==> src/sv/assert_macros.svh <==
// Assertion macros shared by the RTL of the depth-to-point unit.
// Include with the bare file name; the checks drop out when SYNTHESIS is defined.
`ifndef ASSERT_MACROS_SVH
`define ASSERT_MACROS_SVH

`ifndef SYNTHESIS

// Checks a property on every rising clock edge outside reset.
`define ASSERT_PROP(label, clk, rst_n, prop) \
    label: assert property (@(posedge clk) disable iff (!rst_n) (prop)) \
        else $error("assertion failed: label");

// Checks that a condition never holds on a rising clock edge outside reset.
`define ASSERT_NEVER(label, clk, rst_n, cond) \
    label: assert property (@(posedge clk) disable iff (!rst_n) !(cond)) \
        else $error("assertion failed: label");

`else

`define ASSERT_PROP(label, clk, rst_n, prop)
`define ASSERT_NEVER(label, clk, rst_n, cond)

`endif

`endif

==> src/sv/dp2p_pkg.sv <==
// Package for the depth-to-point unit: widths, limits, register map and configuration type.
// No dependencies; every module of the unit imports it.
`timescale 1ns / 1ps
`default_nettype none

package dp2p_pkg;

    localparam int DEPTH_W      = 16;
    localparam int COL_W        = 10;
    localparam int ROW_W        = 9;
    localparam int DIM_W        = 13;
    localparam int OFS_W        = 18;
    localparam int Z8_W         = 30;
    localparam int COORD_W      = 32;
    localparam int NUM_STAGES   = 7;
    localparam int APB_ADDR_W   = 5;
    localparam int APB_DATA_W   = 32;

    localparam int DEF_FRAME_WIDTH  = 640;
    localparam int DEF_FRAME_HEIGHT = 480;

    localparam logic [DEPTH_W-1:0] DEPTH_MIN = 16'd1;
    localparam logic [DEPTH_W-1:0] DEPTH_MAX = 16'd5000;

    localparam logic signed [COORD_W-1:0] SAT_MAX = 32'sh7FFF_FFFF;
    localparam logic signed [COORD_W-1:0] SAT_MIN = 32'sh8000_0000;

    typedef enum logic [2:0] {
        REG_CENTER_X    = 3'd0,
        REG_CENTER_Y    = 3'd1,
        REG_INV_FOCAL_X = 3'd2,
        REG_INV_FOCAL_Y = 3'd3,
        REG_DEPTH_SCALE = 3'd4,
        REG_U_COEFF     = 3'd5,
        REG_V_COEFF     = 3'd6
    } reg_idx_t;

    typedef struct packed {
        logic        [15:0] center_x;
        logic        [15:0] center_y;
        logic        [31:0] inv_focal_x;
        logic        [31:0] inv_focal_y;
        logic signed [23:0] depth_scale;
        logic signed [31:0] u_coeff;
        logic signed [31:0] v_coeff;
    } cfg_t;

    localparam cfg_t CFG_RESET = '{
        center_x:    16'd20480,
        center_y:    16'd15360,
        inv_focal_x: 32'd7405116,
        inv_focal_y: 32'd7405116,
        depth_scale: 24'sd1048576,
        u_coeff:     32'sd0,
        v_coeff:     32'sd0
    };

endpackage

`default_nettype wire

==> src/sv/dp2p_project.sv <==
// Back half of the point pipeline for one axis: offset times reciprocal focal length times depth.
// Three stages; depends on dp2p_pkg for widths and saturation limits.
`timescale 1ns / 1ps
`default_nettype none

module dp2p_project
    import dp2p_pkg::*;
(
    input  wire logic                    clk,
    input  wire logic [2:0]              stage_en,
    input  wire logic signed [OFS_W-1:0] d,
    input  wire logic [31:0]             inv,
    input  wire logic signed [Z8_W-1:0]  z8,
    output logic signed [COORD_W-1:0]    coord
);

    logic [OFS_W-1:0]  d_abs;
    logic [Z8_W-1:0]   z_abs;

    logic              neg_s5_reg, neg_s6_reg, neg_s7_reg;
    logic [45:0]       a_s5_reg, a_s5_next;
    logic [54:0]       plo_s6_reg, plo_s6_next;
    logic [54:0]       phi_s6_reg, phi_s6_next;
    logic [77:0]       full;
    logic [39:0]       mag;
    logic signed [COORD_W-1:0] coord_s7_reg, coord_s7_next;

    // Offsets lie in -65535..65472, so the magnitude fits in 16 bits.
    assign d_abs     = d[OFS_W-1] ? (~d + 1'b1) : d;
    assign z_abs     = z8[Z8_W-1] ? (~z8 + 1'b1) : z8;
    assign a_s5_next = d_abs[15:0] * z_abs;

    // The 46-bit product is split in two halves for the reciprocal multiply.
    assign plo_s6_next = a_s5_reg[22:0] * inv;
    assign phi_s6_next = a_s5_reg[45:23] * inv;

    assign full = 78'(plo_s6_reg) + (78'(phi_s6_reg) << 23) + (78'(1) << 37);
    assign mag  = full[77:38];

    always_comb
    begin
        if (neg_s6_reg)
        begin
            if (mag >= 40'h00_8000_0000)
            begin
                coord_s7_next = SAT_MIN;
            end
            else
            begin
                coord_s7_next = ~mag[31:0] + 1'b1;
            end
        end
        else
        begin
            if (mag > 40'h00_7FFF_FFFF)
            begin
                coord_s7_next = SAT_MAX;
            end
            else
            begin
                coord_s7_next = mag[31:0];
            end
        end
    end

    always_ff @(posedge clk)
    begin
        if (stage_en[0])
        begin
            neg_s5_reg <= d[OFS_W-1] ^ z8[Z8_W-1];
            a_s5_reg   <= a_s5_next;
        end
        if (stage_en[1])
        begin
            neg_s6_reg <= neg_s5_reg;
            plo_s6_reg <= plo_s6_next;
            phi_s6_reg <= phi_s6_next;
        end
        if (stage_en[2])
        begin
            neg_s7_reg   <= neg_s6_reg;
            coord_s7_reg <= coord_s7_next;
        end
    end

    // The sign travels along for a clean stage boundary; the final value already carries it.
    assign coord = (neg_s7_reg && coord_s7_reg > 0) ? -coord_s7_reg : coord_s7_reg;

endmodule

`default_nettype wire

==> config.mk <==
export PLATFORM = sky130hd
export DESIGN_NAME = dp2p_project
export DESIGN_NICKNAME = d
export VERILOG_FILES = /design/src/sv/assert_macros.svh /design/src/sv/dp2p_pkg.sv /design/src/sv/dp2p_project.sv
export SDC_FILE = /design/constraint.sdc
export NUM_CORES = 2
export LEC_CHECK = 0
export BUFFER_PORTS_ARGS = -buffer_cell sky130_fd_sc_hd__buf_2
export CAP_MARGIN = 20
export CORE_MARGIN = 2
export CORE_UTILIZATION = 59
export CTS_BUF_LIST = sky130_fd_sc_hd__clkbuf_8
export CTS_CLUSTER_SIZE = 10
export DETAILED_ROUTE_END_ITERATION = 16
export PLACE_DENSITY = 0.87
export RECOVER_POWER = 25
export SETUP_SLACK_MARGIN = 0.2
export SYNTH_ARGS = -nofsm -noshare
export SYNTH_HDL_FRONTEND = slang
export SYNTH_SLANG_ARGS = --single-unit
export TNS_END_PERCENT = 20
==> constraint.sdc <==
create_clock -name clk -period 9.87 [get_ports clk]
set_clock_uncertainty 0.2 [all_clocks]
set_input_delay 0.4935 -clock clk [delete_from_list [all_inputs] [get_ports clk]]
set_output_delay 0.4935 -clock clk [all_outputs]
set_load 0.01 [all_outputs]
After elaboration in Yosys (flattened, before gate mapping)
Cells that the tools add are included.
- mux-type cells: 6
- reduce and logical (&&, ||, !) cells: 1
- order comparisons: 3
- $add $sub $neg: 6
- bitwise logic cells: 4
- multiply operators: 3
- operators by type and width (operator ; count):
    $mux W32 ; 4
    $mul A23 B32 Y55 ; 2
    $add A55 B78 Y78 ; 1
    $add A78 B38 Y78 const B ; 1
    $mul A16 B30 Y46 ; 1
    $ge A40 B32 Y1 const B ; 1
    $gt A40 B31 Y1 const B ; 1
    $add A32 B1 Y32 const B ; 1
    $gt A32 B1 Y1 const B ; 1
    $neg A32 Y32 ; 1
    $not A32 Y32 ; 1
    $add A30 B1 Y30 const B ; 1
    $mux W30 ; 1
    $not A30 Y30 ; 1
    $add A16 B1 Y16 const B ; 1
    $mux W16 ; 1
    $not A16 Y16 ; 1
    $logic_and A1 B1 Y1 ; 1
    $xor A1 B1 Y1 ; 1
- output and inout bits: 32
- logic and storage cells: 30
- bits of input ports: 84
- bits in registers: 191

Longest topological paths before layout
- word-level depth: 6
- depth in mapped cells: 33
- depth with buffers taken out: 31

Least setup slack after synthesis
No wires, ideal clock.
- path type: input port to flip-flop
- start: in z8[5]
- end: reg a_s5_reg[42], data pin
- arrival time: 8440 ps
- path slack: 969 ps
- setup time: 261 ps
- stages on the path: 30
- path buffers: 2
- data required time: 9409 ps
- cells stage by stage: or4_1 nor2_1 nand4_1 or4_1 clkbuf_1 o21ai_0 xnor2_1 clkbuf_1 nand2_1 fa_1 fa_1 fa_1 inv_1 fa_1 fa_1 inv_1 fa_1 inv_1 ha_1 a21o_1 a21o_1 a21o_1 a21o_1 a211oi_1 o21ai_0 a211oi_1 o32ai_1 o21a_1 or2_2 a221o_1
- word-level cells in the longest chain between the ends: 4
- ends and longest elaborated chain (element ; RTL line ; text):
    start, declared ; dp2p_project.sv:13 ; input wire logic signed [Z8_W-1:0] z8,
    $not A30 Y30 ; dp2p_project.sv:30 ; assign z_abs = z8[Z8_W-1] ? (~z8 + 1'b1) : z8;
    $add A30 B1 Y30 ; dp2p_project.sv:30 ;
    $mux W30 (*) ; dp2p_project.sv:30 ;
    $mul A16 B30 Y46 (*) ; dp2p_project.sv:31 ; assign a_s5_next = d_abs[15:0] * z_abs;
    net a_s5_next[42] ; dp2p_project.sv:21 ; logic [45:0] a_s5_reg, a_s5_next;
    end signal, assigned ; dp2p_project.sv:71 ; a_s5_reg <= a_s5_next;
    end, declared ; dp2p_project.sv:21 ;
The timed path passes the listed nets; every way through them passes the cells marked *.
A chain may end at the register's enable or synchronous reset.

Worst setup path in the final report
- start: reg a_s5_reg[2]
- end: reg plo_s6_reg[54], data pin
- word-level cells in the longest chain between the ends: 1
- ends and longest elaborated chain (element ; RTL line ; text):
    $mul A23 B32 Y55 ; dp2p_project.sv:34 ; assign plo_s6_next = a_s5_reg[22:0] * inv;
    net plo_s6_next[54] ; dp2p_project.sv:22 ; logic [54:0] plo_s6_reg, plo_s6_next;
    end signal, assigned ; dp2p_project.sv:76 ; plo_s6_reg <= plo_s6_next;
    end, declared ; dp2p_project.sv:22 ;
The timed path passes the listed nets, and every way through them passes these cells.

==> summary.md <==
| Metric | Value |
|---|---|
| Outcome | `finished, violations left` |
| Violated checks | `capacitance limit, slew limit` |
| FFs w/ async S/R, synth | `0` |
| Delay-heaviest family, CP | `adder cells` |
| Post-synth EDFFs | `168` |
| Register area share after synthesis | `0.0713` |
| DR vias | `55.4k` |
| Req. time, crit path | `9.99 ns` |
| Initial antenna violation count | `14` |
| Placed instance count | `9,467` |
| Die height | `350 µm` |
| Worst-path maximum fanout | `25` |
| HP Class | `in -> reg` |
| Most used cell, CP | `fa_1` |
| Syn. warnings | `0` |
| Synth unique cells | `102` |
| Grt total ovfl | `0` |
| Slew of the pin with the lowest slew margin | `2.52 ns` |
| Crit start category | `flip-flop` |
| Worst Setup SP | `a_s5_reg[2]$_DFFE_PP_` |
| Final ANT Viol Nets | `0` |
| Total die area | `0.123 mm²` |
| CTS tree | `yes` |
| Max Clk Rate | `108 MHz` |
| WS Path Type | `reg -> reg` |
| Initial Utilization | `0.592` |
| Synth top area share | `0.465` |
| Worst Setup End Kind | `flip-flop` |
| Residual DRC | `0` |
| Worst endpoint data arrival time | `9.40 ns` |
| Site Rows | `127` |
| Total GRT Usage | `0.325` |
| Buffers added on ports | `114` |
| Post-Syn Area | `0.0708 mm²` |
| Setup Buffers After CTS | `0` |
| Fin. Hold Viols | `0` |
| Largest net degree at the start of global routing | `77` |
| I/O pin cnt | `116` |
| Most common cell in the synthesized netlist | `inv_1` |
| First-pass GRT wire length | `311,000 µm` |
| Worst Path Buf+Inv | `6` |
| Wire per inst | `20.3 µm` |
| Final TNS setup | `0 ns` |
| Crit Reg-Reg Startpoint | `a_s5_reg[2]$_DFFE_PP_` |
| Total iterations of the first detailed-routing run | `8` |
| Post-synth top cells | `inv_1, fa_1, nand2_1` |
| Final period util | `0.941` |
| Largest stage delay on the critical path | `1.09 ns` |
| Max-slew headroom | `-0.683` |
| Cts bufs inserted | `17` |
| Synth area leader | `fa_1` |
| RSZ-0062 raised after global routing | `false` |
| DR vias/cell | `5.83` |
| Placer Congestion | `0.964` |
| Setup violations, final | `0` |
| #FFs+latches synth | `168` |
| Post-Layout Cell Count | `9,511` |
| Initial drt markers | `5,323` |
| Main flop type after synthesis | `edfxtp_1` |
| Max_cap viols | `3` |
| Cell count after synthesis | `7,932` |
| Die Wd | `350 µm` |
| CTS root buf | `clkbuf_8` |
| Core Region | `0.119 mm²` |
| Max reg flops | `55` |
| H-tree levels | `4` |
| Clk Latency, worst-skew pair | `0.62 ns` |
| Vias in the first global route | `61.0k` |
| Final nets | `10.1k` |
| CTS resizes | `0` |
| Fin. max-slew vios | `135` |
| Share of layout cells above drive strength 1 | `0.0498` |
| Max clock buf depth | `2` |
| DP Wirelength | `156,000 µm` |
| Area growth syn-to-layout | `4.46%` |
| Final WL | `193,000 µm` |
| Min Tclk post-route | `9.29 ns` |
| Worst-path clk slew | `0.11 ns` |
| Syn Nets | `10.2k` |
| CTS sink cnt | `168` |
| Top cells by area, synth | `fa_1, ha_1, inv_1, nand2_1, edfxtp_1` |
| Hold_buf cts | `0` |
| Mean Syn Cell Area | `8.92 µm²` |
| Hold wc startpoint | `d[0]` |
| Slowest stage cell, crit path | `edfxtp_1` |
worst min-delay path, cell delays in order:
cell      delay (ns)
buf_2           0.10
clkinv_1        0.06
buf_4           0.16
nor2_1          0.05
path summary, 6_finish.rpt:
path                                                 end  slack, ns  cells after the start
worst max-delay path            plo_s6_reg[54]$_DFFE_PP_       0.58                     26
worst min-delay path               a_s5_reg[0]$_DFFE_PP_       0.23                      4
worst max register to register  plo_s6_reg[54]$_DFFE_PP_       0.58                     26
worst min register to register      neg_s6_reg$_DFFE_PP_       0.50                      0
stage by stage:
| stage | instance area (µm²) | setup WS, ns | hold slack (ns) | util |
|---|---|---|---|---|
| after floorplan | 70800 | 0.969 | 0.200 | - |
| after global placement | 73400 | 0.414 | 0.407 | 0.614 |
| after detailed placement | 73400 | 0.350 | 0.414 | 0.615 |
| after CTS | 73900 | 0.845 | 0.0223 | 0.618 |
| after global routing | 73900 | 0.294 | 0.256 | 0.619 |
| final | 73900 | 0.583 | 0.230 | 0.619 |
cells in the final DEF (no fill, tap or decap), drive strengths merged, types with 35 or more instances in the layout:
cell / synthesis / routed
edfxtp: 168 / 168
a21o: 96 / 96
nor2: 328 / 328
nand3: 60 / 60
ha: 544 / 544
xnor2: 161 / 161
and2: 430 / 430
a21oi: 172 / 172
nand4: 35 / 35
buf: 29 / 302
o21ai: 111 / 111
nand2: 1472 / 1472
fa: 1643 / 1643
xor2: 86 / 86
inv: 1778 / 1787
nor3: 41 / 41
logic make-up after synthesis:
kind of cell	after synthesis	synth area share
XOR/XNOR	247	0.0307
AO/OA/AOI/OAI	631	0.0598
adder cells (fa/ha/maj)	2187	0.561
buffers and inverters	2163	0.115
multiplexers	10	0.00141
AND/OR/NAND/NOR	2526	0.160
flip-flops	168	0.0713
area by class of cell:
class,instances,area (µm²)
diodes,11,27.5
clock buffers,17,234
clock inverters,15,218
fillers,9393,45600
inverters,1779,6680
multi-input cells,5601,57600
flip-flops and latches,168,5040
well taps,1612,2020
repair buffers,308,2080
layer usage:
metal | part of all wire | global-route usage | vias to the layer above
li1 | - | - | 23600
met1 | 0.35 | 0.391 | 27600
met2 | 0.47 | 0.546 | 3384
met3 | 0.12 | 0.0892 | 809
met4 | 0.052 | 0.147 | 20
met5 | 0.00062 | 0 | -
Power is left out: the tool's default activity adds up to more than one toggle a clock period on the data nets, which glitch-free logic cannot reach.
