### config.mk
export PLATFORM = sky130hd
export DESIGN_NAME = dp2p_regs
export DESIGN_NICKNAME = d
export VERILOG_FILES = /design/src/sv/assert_macros.svh /design/src/sv/dp2p_pkg.sv /design/src/sv/dp2p_regs.sv
export SDC_FILE = /design/constraint.sdc
export NUM_CORES = 1
export LEC_CHECK = 0
export BUFFER_PORTS_ARGS = -buffer_cell sky130_fd_sc_hd__buf_2
export CAP_MARGIN = 20
export CORE_MARGIN = 2
export CORE_UTILIZATION = 47
export CTS_BUF_LIST = sky130_fd_sc_hd__clkbuf_4
export DETAILED_ROUTE_END_ITERATION = 16
export GPL_ROUTABILITY_DRIVEN = 0
export GPL_TIMING_DRIVEN = 1
export PLACE_DENSITY = 0.8
export SETUP_SLACK_MARGIN = 0.15
export SLEW_MARGIN = 20
export SYNTH_ARGS = -nofsm -noshare
export SYNTH_HDL_FRONTEND = slang
export SYNTH_SLANG_ARGS = --single-unit
### constraint.sdc
create_clock -name clk -period 3.2 [get_ports clk]
set_clock_uncertainty 0.05 [all_clocks]
set_input_delay 0 -clock clk [delete_from_list [all_inputs] [get_ports clk]]
set_output_delay 0 -clock clk [all_outputs]
set_load 0.02 [all_outputs]
### src/sv/assert_macros.svh
// Assertion macros shared by the RTL of the depth-to-point unit.
// Include with the bare file name; the checks drop out when SYNTHESIS is defined.
`ifndef ASSERT_MACROS_SVH
`define ASSERT_MACROS_SVH

`ifndef SYNTHESIS

// Checks a property on every rising clock edge outside reset.
`define ASSERT_PROP(label, clk, rst_n, prop) \
    label: assert property (@(posedge clk) disable iff (!rst_n) (prop)) \
        else $error("assertion failed: label");

// Checks that a condition never holds on a rising clock edge outside reset.
`define ASSERT_NEVER(label, clk, rst_n, cond) \
    label: assert property (@(posedge clk) disable iff (!rst_n) !(cond)) \
        else $error("assertion failed: label");

`else

`define ASSERT_PROP(label, clk, rst_n, prop)
`define ASSERT_NEVER(label, clk, rst_n, cond)

`endif

`endif

### src/sv/dp2p_pkg.sv
// Package for the depth-to-point unit: widths, limits, register map and configuration type.
// No dependencies; every module of the unit imports it.
`timescale 1ns / 1ps
`default_nettype none

package dp2p_pkg;

    localparam int DEPTH_W      = 16;
    localparam int COL_W        = 10;
    localparam int ROW_W        = 9;
    localparam int DIM_W        = 13;
    localparam int OFS_W        = 18;
    localparam int Z8_W         = 30;
    localparam int COORD_W      = 32;
    localparam int NUM_STAGES   = 7;
    localparam int APB_ADDR_W   = 5;
    localparam int APB_DATA_W   = 32;

    localparam int DEF_FRAME_WIDTH  = 640;
    localparam int DEF_FRAME_HEIGHT = 480;

    localparam logic [DEPTH_W-1:0] DEPTH_MIN = 16'd1;
    localparam logic [DEPTH_W-1:0] DEPTH_MAX = 16'd5000;

    localparam logic signed [COORD_W-1:0] SAT_MAX = 32'sh7FFF_FFFF;
    localparam logic signed [COORD_W-1:0] SAT_MIN = 32'sh8000_0000;

    typedef enum logic [2:0] {
        REG_CENTER_X    = 3'd0,
        REG_CENTER_Y    = 3'd1,
        REG_INV_FOCAL_X = 3'd2,
        REG_INV_FOCAL_Y = 3'd3,
        REG_DEPTH_SCALE = 3'd4,
        REG_U_COEFF     = 3'd5,
        REG_V_COEFF     = 3'd6
    } reg_idx_t;

    typedef struct packed {
        logic        [15:0] center_x;
        logic        [15:0] center_y;
        logic        [31:0] inv_focal_x;
        logic        [31:0] inv_focal_y;
        logic signed [23:0] depth_scale;
        logic signed [31:0] u_coeff;
        logic signed [31:0] v_coeff;
    } cfg_t;

    localparam cfg_t CFG_RESET = '{
        center_x:    16'd20480,
        center_y:    16'd15360,
        inv_focal_x: 32'd7405116,
        inv_focal_y: 32'd7405116,
        depth_scale: 24'sd1048576,
        u_coeff:     32'sd0,
        v_coeff:     32'sd0
    };

endpackage

`default_nettype wire

### src/sv/dp2p_regs.sv
// Configuration register file of the depth-to-point unit on an APB-style port.
// Depends on dp2p_pkg for the register map and the configuration type.
`timescale 1ns / 1ps
`default_nettype none

module dp2p_regs
    import dp2p_pkg::*;
(
    input  wire logic                  clk,
    input  wire logic                  rst_n,
    input  wire logic                  psel,
    input  wire logic                  penable,
    input  wire logic                  pwrite,
    input  wire logic [APB_ADDR_W-1:0] paddr,
    input  wire logic [APB_DATA_W-1:0] pwdata,
    output logic      [APB_DATA_W-1:0] prdata,
    output logic                       pready,
    output cfg_t                       cfg
);

    cfg_t     cfg_reg;
    cfg_t     cfg_next;
    reg_idx_t idx;
    logic     wr_en;

    assign idx    = reg_idx_t'(paddr[APB_ADDR_W-1:2]);
    assign wr_en  = psel && penable && pwrite && pready;
    assign pready = 1'b1;
    assign cfg    = cfg_reg;

    always_comb
    begin
        cfg_next = cfg_reg;
        if (wr_en)
        begin
            unique case (idx)
                REG_CENTER_X:    cfg_next.center_x    = pwdata[15:0];
                REG_CENTER_Y:    cfg_next.center_y    = pwdata[15:0];
                REG_INV_FOCAL_X: cfg_next.inv_focal_x = pwdata;
                REG_INV_FOCAL_Y: cfg_next.inv_focal_y = pwdata;
                REG_DEPTH_SCALE: cfg_next.depth_scale = pwdata[23:0];
                REG_U_COEFF:     cfg_next.u_coeff     = pwdata;
                REG_V_COEFF:     cfg_next.v_coeff     = pwdata;
                default:         cfg_next = cfg_reg;
            endcase
        end
    end

    always_comb
    begin
        unique case (idx)
            REG_CENTER_X:    prdata = {16'd0, cfg_reg.center_x};
            REG_CENTER_Y:    prdata = {16'd0, cfg_reg.center_y};
            REG_INV_FOCAL_X: prdata = cfg_reg.inv_focal_x;
            REG_INV_FOCAL_Y: prdata = cfg_reg.inv_focal_y;
            REG_DEPTH_SCALE: prdata = {8'd0, cfg_reg.depth_scale};
            REG_U_COEFF:     prdata = cfg_reg.u_coeff;
            REG_V_COEFF:     prdata = cfg_reg.v_coeff;
            default:         prdata = '0;
        endcase
    end

    always_ff @(posedge clk or negedge rst_n)
    begin
        if (!rst_n)
        begin
            cfg_reg <= CFG_RESET;
        end
        else
        begin
            cfg_reg <= cfg_next;
        end
    end

endmodule

`default_nettype wire

After elaboration in Yosys (flattened, before gate mapping)
Cells that the tools add are included.
{ "classes": {"eq_ne": 6, "mux": 1, "reduce_logical": 10} }
{ "op_table": {"columns": ["cell", "n"], "rows": [
  ["one-hot mux 32 bit (7 select lines)", 1],
  ["AND reduction 2 bit", 7],
  ["equality test 3 bit (second input constant)", 3],
  ["equality test 3 x 2 -> 1 bit (second input constant)", 2],
  ["equality test 3 x 1 -> 1 bit (second input constant)", 1],
  ["zero test 3 bit", 1],
  ["logical AND 1 bit", 2]
]} }
{ "totals": {"ff_bits": 184, "in_bits": 42, "out_inout_bits": 217, "wordCells": 24} }

Depth between registers and ports, before layout
Gate-level depths: netlist of run 1.
{ "logic_depth": {"depth_word": 3, "ltp_mapped": 6, "mapped_depth_nobuf": 3} }

Worst setup path before layout of run 1
OpenSTA, ideal clock, no wires.
{ "synth_path": {"path_kind": "input port to output port", "start": "in paddr[3]", "end": "out prdata[13]", "arrival_time_ps": 1374, "required_ps": 3150, "slack_ps": 1776, "path_stages": 6, "n_path_buf": 3, "path_cell_list": "clkbuf_1 clkbuf_1 clkbuf_1 and3_1 a21oi_1 o221ai_1"} }
{ "synth_via": {"elab_chain_len": 2, "elab_cells_between_ends": 8, "classes_between": "eq/ne (6); mux (1); reduce/logical (1)"} }
{ "synth_rtl": {"columns": ["element", "line", "source"], "rows": [
  ["start: declaration", "dp2p_regs.sv:14", "input wire logic [APB_ADDR_W-1:0] paddr,"],
  ["equality test 3 bit, or another cell as far along", "dp2p_regs.sv:51", "unique case (idx)"],
  ["one-hot mux 32 bit (7 select lines) (*)", "dp2p_regs.sv:51", null],
  ["end: declaration", "dp2p_regs.sv:16", "output logic [APB_DATA_W-1:0] prdata,"]
]} }
Mark *: on every way between the ends. The rest lies on a longest branch, timed or not.

Worst setup path in the final report of run 1
{ "layout_path": {"start": "in paddr[2]", "end": "out prdata[6]"} }
The elaborated chain is that of the path after synthesis.

==> flow_metrics.py, run 1 <==
metrics = {
    "synthesis": {
        "cells_after_synth": 605,
        "synth_seq_area_share": 0.553,
        "post_synth_main_area_contributors": "dfrtp_1 44%, mux2_2 27%, dfstp_2 11%",
        "synth_area_um2": 8400,
        "synth.avg_cell_area_um2": 13.9,
        "synth_area_leader_cell": "dfrtp_1",
        "netlist.area_leader.share": 0.444,
        "yosysWarnings": 0,
        "postSynthRegisterBits": 184,
        "synthDistinctLibCells": 33,
        "post_synth_net_total": 647,
    },
    "place": {
        "numPortBuffers": 255,
        "hpwl_um": 15900,
        "place_inst": 1058,
        "detailed_place.area_um2": 10000,
    },
    "grt": {
        "antenna_found_initial": 1,
        "grt_max_degree": 64,
        "via_count_of_the_first_global_routing_pass": 6334,
        "grt_overflow": 0,
        "gr-usage-all-layers": 0.260,
        "global_route_wire_length_before_repair_um": 36900,
    },
    "drt": {
        "route.vias.total": 6346,
        "route.detailed.drc": 0,
        "first_pass_iters": 5,
        "wire_per_inst_um": 21.7,
        "postRouteAntennaNets": 0,
        "drt_iter0_markers": 328,
        "detailed_route_vias_per_instance": 5.62,
        "routed_wl_um": 24500,
    },
    "timing": {
        "finalSetupTns_ns": 0,
        "worst_slew_margin_rel": 0.289,
        "report.final.setup_viol": 0,
        "tightestPinTransition_ns": 1.06,
        "finalWorstPathRequiredPeriod_ns": 2.26,
        "report.final.slew_viol_count": 0,
        "final_hold_viol_count": 0,
        "fmaxAchievable_mhz": 443,
        "rsz0062_at_grt": "false",
        "layout_worst_path_cycle_share": 0.706,
    },
    "critical_path": {
        "arrival_worst_endpoint_ns": 2.21,
        "timing.critical_path.from_type": "input pin",
        "required_ns": 3.15,
        "path_max_fanout": 19,
        "worst_setup_path_end_kind": "primary output",
        "setup.worst_path.class": "input pin to primary output",
    },
    "clocking": {
        "clock_latency_ns": 0.57,
        "tritoncts_num_sinks": 184,
        "worst_setup_hold_path_clk_slew_ns": 0.16,
        "cts_htree_levels": 4,
        "cts_made_buffers": 17,
        "cts_resized": 0,
        "cts_buffer_depth": 2,
        "tritoncts": "done",
        "clockRootBuffer": "clkbuf_4",
    },
    "final_layout": {
        "commonest_cells_after_routing_fill_and_taps_aside": "254 x buf_2, 201 x mux2_2, 149 x dfrtp_1, 38 x dlygate4sd3_1, 35 x dfstp_2",
        "largest_register_ff_count": 184,
        "final_common_cell": "buf_2",
        "post_layout_nonfiller_instances": 1130,
        "finalNetCount": 933,
        "areaGrowthSynthToFinish_pct": 27.4,
        "final_core_utilization": 0.615,
        "post-route-cell-area_um2": 10700,
        "drive_gt1_frac": 0.613,
    },
    "job": {
        "drv.max_cap_violation_count": 0,
    },
    "power": {
        "leakage_nw": 5.25,
        "max-vdd-ir-drop_v": 0.000348,
        "power.density_nw_per_um2": 627,
        "fin_total_pwr_w": 0.00671,
    },
    "die": {
        "die-height_um": 138,
        "initial_standard_cell_utilization_of_the_core": 0.483,
        "core_region_area_um2": 17400,
        "ios": 259,
        "chipWidth_um": 138,
        "die_area_um2": 19000,
        "placementRows": 48,
    },
    "worst_hold_path": {
        "worstHoldPathType": "input pin to register",
    },
    "outcome": {
        "outcome": "finished, final reports clean",
    },
}
-- report_power, final --
group          switching [W]  internal (W)  total, W  leakage, nW
logic                0.00129      0.000904   0.00219         2.83
registers           0.000361       0.00284   0.00320         2.27
clock network       0.000899      0.000418   0.00132        0.151
total                0.00255       0.00416   0.00671         5.25
-- layer usage --
layer | vias to the layer above | GRT usage | wire, um
met2 | 310 | 0.417 | 11900
met4 | 0 | 0.0760 | 312
met5 | - | 0 | 0
met1 | 3192 | 0.343 | 10100
met3 | 27 | 0.0784 | 2220
li1 | 2817 | - | -
-- critical path, cell delays in order --
cell	delay [ns]
buf_2	0.46
buf_4	0.39
nor2b_1	0.88
nand2_1	0.12
o221ai_1	0.13
buf_2	0.20
-- through the flow --
stage	worst slack [ns]	hold WS [ns]
floorplan	1.78	-0.346
finish	0.940	0.0820
CTS	0.963	0.0277
global placement	0.820	0.0365
global route	0.865	0.0494
detailed placement	0.919	0.0342
-- worst paths after layout --
path,start,end,slack [ns],cells after the start
min reg2reg,cfg[94],cfg[94],0.49,1
max reg2reg,cfg[18],cfg[18],2.31,1
min in group asynchronous,rst_n,cfg[101],0.53,3
max,paddr[2],prdata[6],0.94,6
min,paddr[4],cfg[94],0.08,4
max in group asynchronous,rst_n,cfg[122],2.16,4
-- final cells by class --
class                      instances  area, um^2
antenna                            1        2.50
clock buffer                      17         128
clock inverter                    15         159
fill                            1346        6710
inverter                           1        3.75
multi-input combinational        373        3580
sequential                       184        4650
tap                              225         282
timing repair buffer             314        1900
-- cell usage after synthesis (all sizes together) --
cell    number
a21oi       13
a22oi       21
a32oi        7
and2         7
and3         9
and3b        2
buf         28
clkbuf      19
clkinv       1
conb         1
dfrtp      149
dfstp       35
mux2       205
mux2i       31
nand2       18
nand2b       2
nand3b       6
nand4        1
nand4b       1
nor2         5
nor2b        3
nor3b        1
o211ai       7
o21a         6
o221ai      16
o22ai        8
or2          1
or3          2
-- repair_timing --
action,CTS,global route
endpoints found under the hold margin,344,0
hold buffers,39,0
setup buffers,0,0
-- kinds of logic after synthesis --
kind of cell           count (synthesis)  synth area share
multiplexers                         236             0.312
buffers and inverters                 48            0.0265
AO/OA/AOI/OAI                         78            0.0680
AND/OR/NAND/NOR                       58            0.0403
flip-flops                           184             0.553
other                                  1          0.000446
(Power assumes the default switching activity.)
==> run 2, diff against run 1 <==
==> constraint.sdc (replaced) <==
create_clock -name clk -period 2.3 [get_ports clk]
set_clock_uncertainty 0.05 [all_clocks]
set_input_delay 0 -clock clk [delete_from_list [all_inputs] [get_ports clk]]
set_output_delay 0 -clock clk [all_outputs]
set_load 0.02 [all_outputs]
==> run 2 against run 1 <==
- die area did not move
- final cell count rose by 0.44%
- non-clock buffer count rose by 5
- first-iteration DRC count fell by 12%
- critical path depth fell by 2
- highest routed layer is now met5
==> flow_metrics.py, run 2 (same netlist as run 1, synthesis figures left out) <==
metrics = {
    "clocking": {
        "tritoncts": "done",
        "clockRootBuffer": "clkbuf_4",
        "clock_latency_ns": 0.55,
        "cts_buffer_depth": 2,
        "tritoncts_num_sinks": 184,
        "cts_made_buffers": 17,
        "worst_setup_hold_path_clk_slew_ns": 0.16,
        "cts_htree_levels": 4,
        "post-cts-setup-buffers": 0,
    },
    "worst_hold_path": {
        "worstHoldPathType": "input pin to register",
        "timing.hold.worst.start": "penable",
    },
    "grt": {
        "grt_overflow": 0,
        "grt-busiest-layer": "met2",
        "global_route_wire_length_before_repair_um": 37000,
        "gr-usage-all-layers": 0.261,
        "grt_util_met3": 0.0835,
        "grt_util_met2": 0.420,
        "grt_max_degree": 47,
        "antenna_found_initial": 1,
        "via_count_of_the_first_global_routing_pass": 6453,
        "met1_usage": 0.343,
    },
    "place": {
        "hpwl_um": 16200,
        "placement.setup.worst_slack_ns": 0.402,
        "numPortBuffers": 255,
    },
    "drt": {
        "drt_iter0_markers": 289,
        "route.vias.total": 6364,
        "detailed_route_vias_per_instance": 5.61,
        "routed_wl_um": 24700,
        "first_pass_iters": 4,
        "wire_per_inst_um": 21.7,
        "postRouteAntennaNets": 0,
        "route.detailed.drc": 0,
    },
    "final_layout": {
        "commonest_cells_after_routing_fill_and_taps_aside": "254 x buf_2, 201 x mux2_2, 149 x dfrtp_1, 35 x dfstp_2, 34 x dlygate4sd3_1",
        "multi_input_area_um2": 3580,
        "areaGrowthSynthToFinish_pct": 27.5,
        "finalNetCount": 938,
        "final_common_cell": "buf_2",
        "drive_gt1_frac": 0.619,
        "fillerInstances": 1410,
        "final_core_utilization": 0.615,
        "largest_register_ff_count": 184,
        "seq_area_um2": 4650,
    },
    "die": {
        "core_region_area_um2": 17400,
        "die_area_um2": 19000,
        "die-height_um": 138,
        "initial_standard_cell_utilization_of_the_core": 0.483,
        "ios": 259,
        "chipWidth_um": 138,
        "placementRows": 48,
    },
    "power": {
        "leakage_nw": 5.28,
        "max-vdd-ir-drop_v": 0.000491,
        "power.density_nw_per_um2": 870,
    },
    "critical_path": {
        "r2r-start": "cfg[85]",
        "timing.critical_path.to": "prdata[12]",
        "flop2flop_setup_slack_ns": 1.41,
        "path_max_fanout": 3,
        "required_ns": 2.25,
        "setup.worst_path.class": "register to primary output",
        "timing.critical_path.from_type": "register",
        "worst_setup_path_end_kind": "primary output",
        "reg2reg_end": "cfg[85]",
        "arrival_worst_endpoint_ns": 1.82,
        "cp-startpoint": "cfg[180]",
        "ff2ff_path_depth": 1,
    },
    "timing": {
        "timing.final.ws_setup_ns": 0.432,
        "rsz0062_at_grt": "false",
        "layout_worst_path_cycle_share": 0.812,
        "worst_slew_margin_rel": 0.383,
        "final_hold_viol_count": 0,
        "report.final.slew_viol_count": 0,
        "finalSetupTns_ns": 0,
        "report.final.setup_viol": 0,
        "tightestPinTransition_ns": 0.926,
        "finalWorstPathRequiredPeriod_ns": 1.87,
        "fmaxAchievable_mhz": 535,
    },
    "outcome": {
        "outcome": "finished, final reports clean",
    },
    "job": {
        "drv.max_cap_violation_count": 0,
    },
}
[run 2: changes by cell type in the layout (fill, tap and decap cells not counted), moves of 2 or more]
cell           before  now
buf_4              15   25
inv_6               6    2
inv_8               2    4
dlygate4sd3_1      38   34
[run 2: layer usage]
| layer | share of wire | vias up |
|---|---|---|
| li1 | - | 2836 |
| met1 | 0.42 | 3203 |
| met2 | 0.48 | 290 |
| met3 | 0.088 | 33 |
| met4 | 0.017 | 2 |
| met5 | 0.00053 | - |
[run 2: how the worst min path moves through the flow]
stage | to | slack, ns | cells after the start
after floorplan | cfg[0] | -0.35 | 0
after global placement | cfg[50] | -0.04 | 1
after detailed placement | cfg[137] | -0.04 | 1
after CTS | cfg[86] | 0.08 | 5
after global routing | cfg[86] | 0.1 | 5
final | cfg[76] | 0.13 | 5
[run 2: timing repair]
action	4_1_cts	5_1_grt
resized for setup	0	0
endpoints found under the hold margin	362	0
hold buffers	35	0
[run 2: per-stage QoR]
stage / hold slack, ns / total power (W) / cell area (um^2) / std cells
floorplan: -0.346 / 0.00628 / 8400 / 605
global placement: -0.0449 / 0.00743 / 10100 / 1067
detailed placement: -0.0424 / 0.00752 / 10100 / 1067
CTS: 0.0813 / 0.00938 / 10700 / 1134
global route: 0.0952 / 0.00978 / 10700 / 1134
finish: 0.135 / 0.00932 / 10700 / 1135
[run 2: layout make-up]
| cell class | instances | share of cell area |
|---|---|---|
| Multi-Input combinational cell | 373 | 0.334 |
| Tap cell | 225 | 0.0263 |
| Sequential cell | 184 | 0.434 |
| Inverter | 1 | 0.000350 |
| Clock buffer | 17 | 0.0119 |
| Timing Repair Buffer | 319 | 0.178 |
| Antenna cell | 1 | 0.000234 |
| Clock inverter | 15 | 0.0152 |
[run 2: worst max-delay path, stage by stage (launching register included)]
cell,delay [ns]
dfstp_2,0.58
mux2i_1,0.07
o21a_1,0.19
o211ai_1,0.20
buf_2,0.21
[run 2: power by group]
group	internal (W)	switching, W	total (W)
Clock	0.000583	0.00123	0.00182
Combinational	0.00126	0.00178	0.00305
Sequential	0.00395	0.000501	0.00445
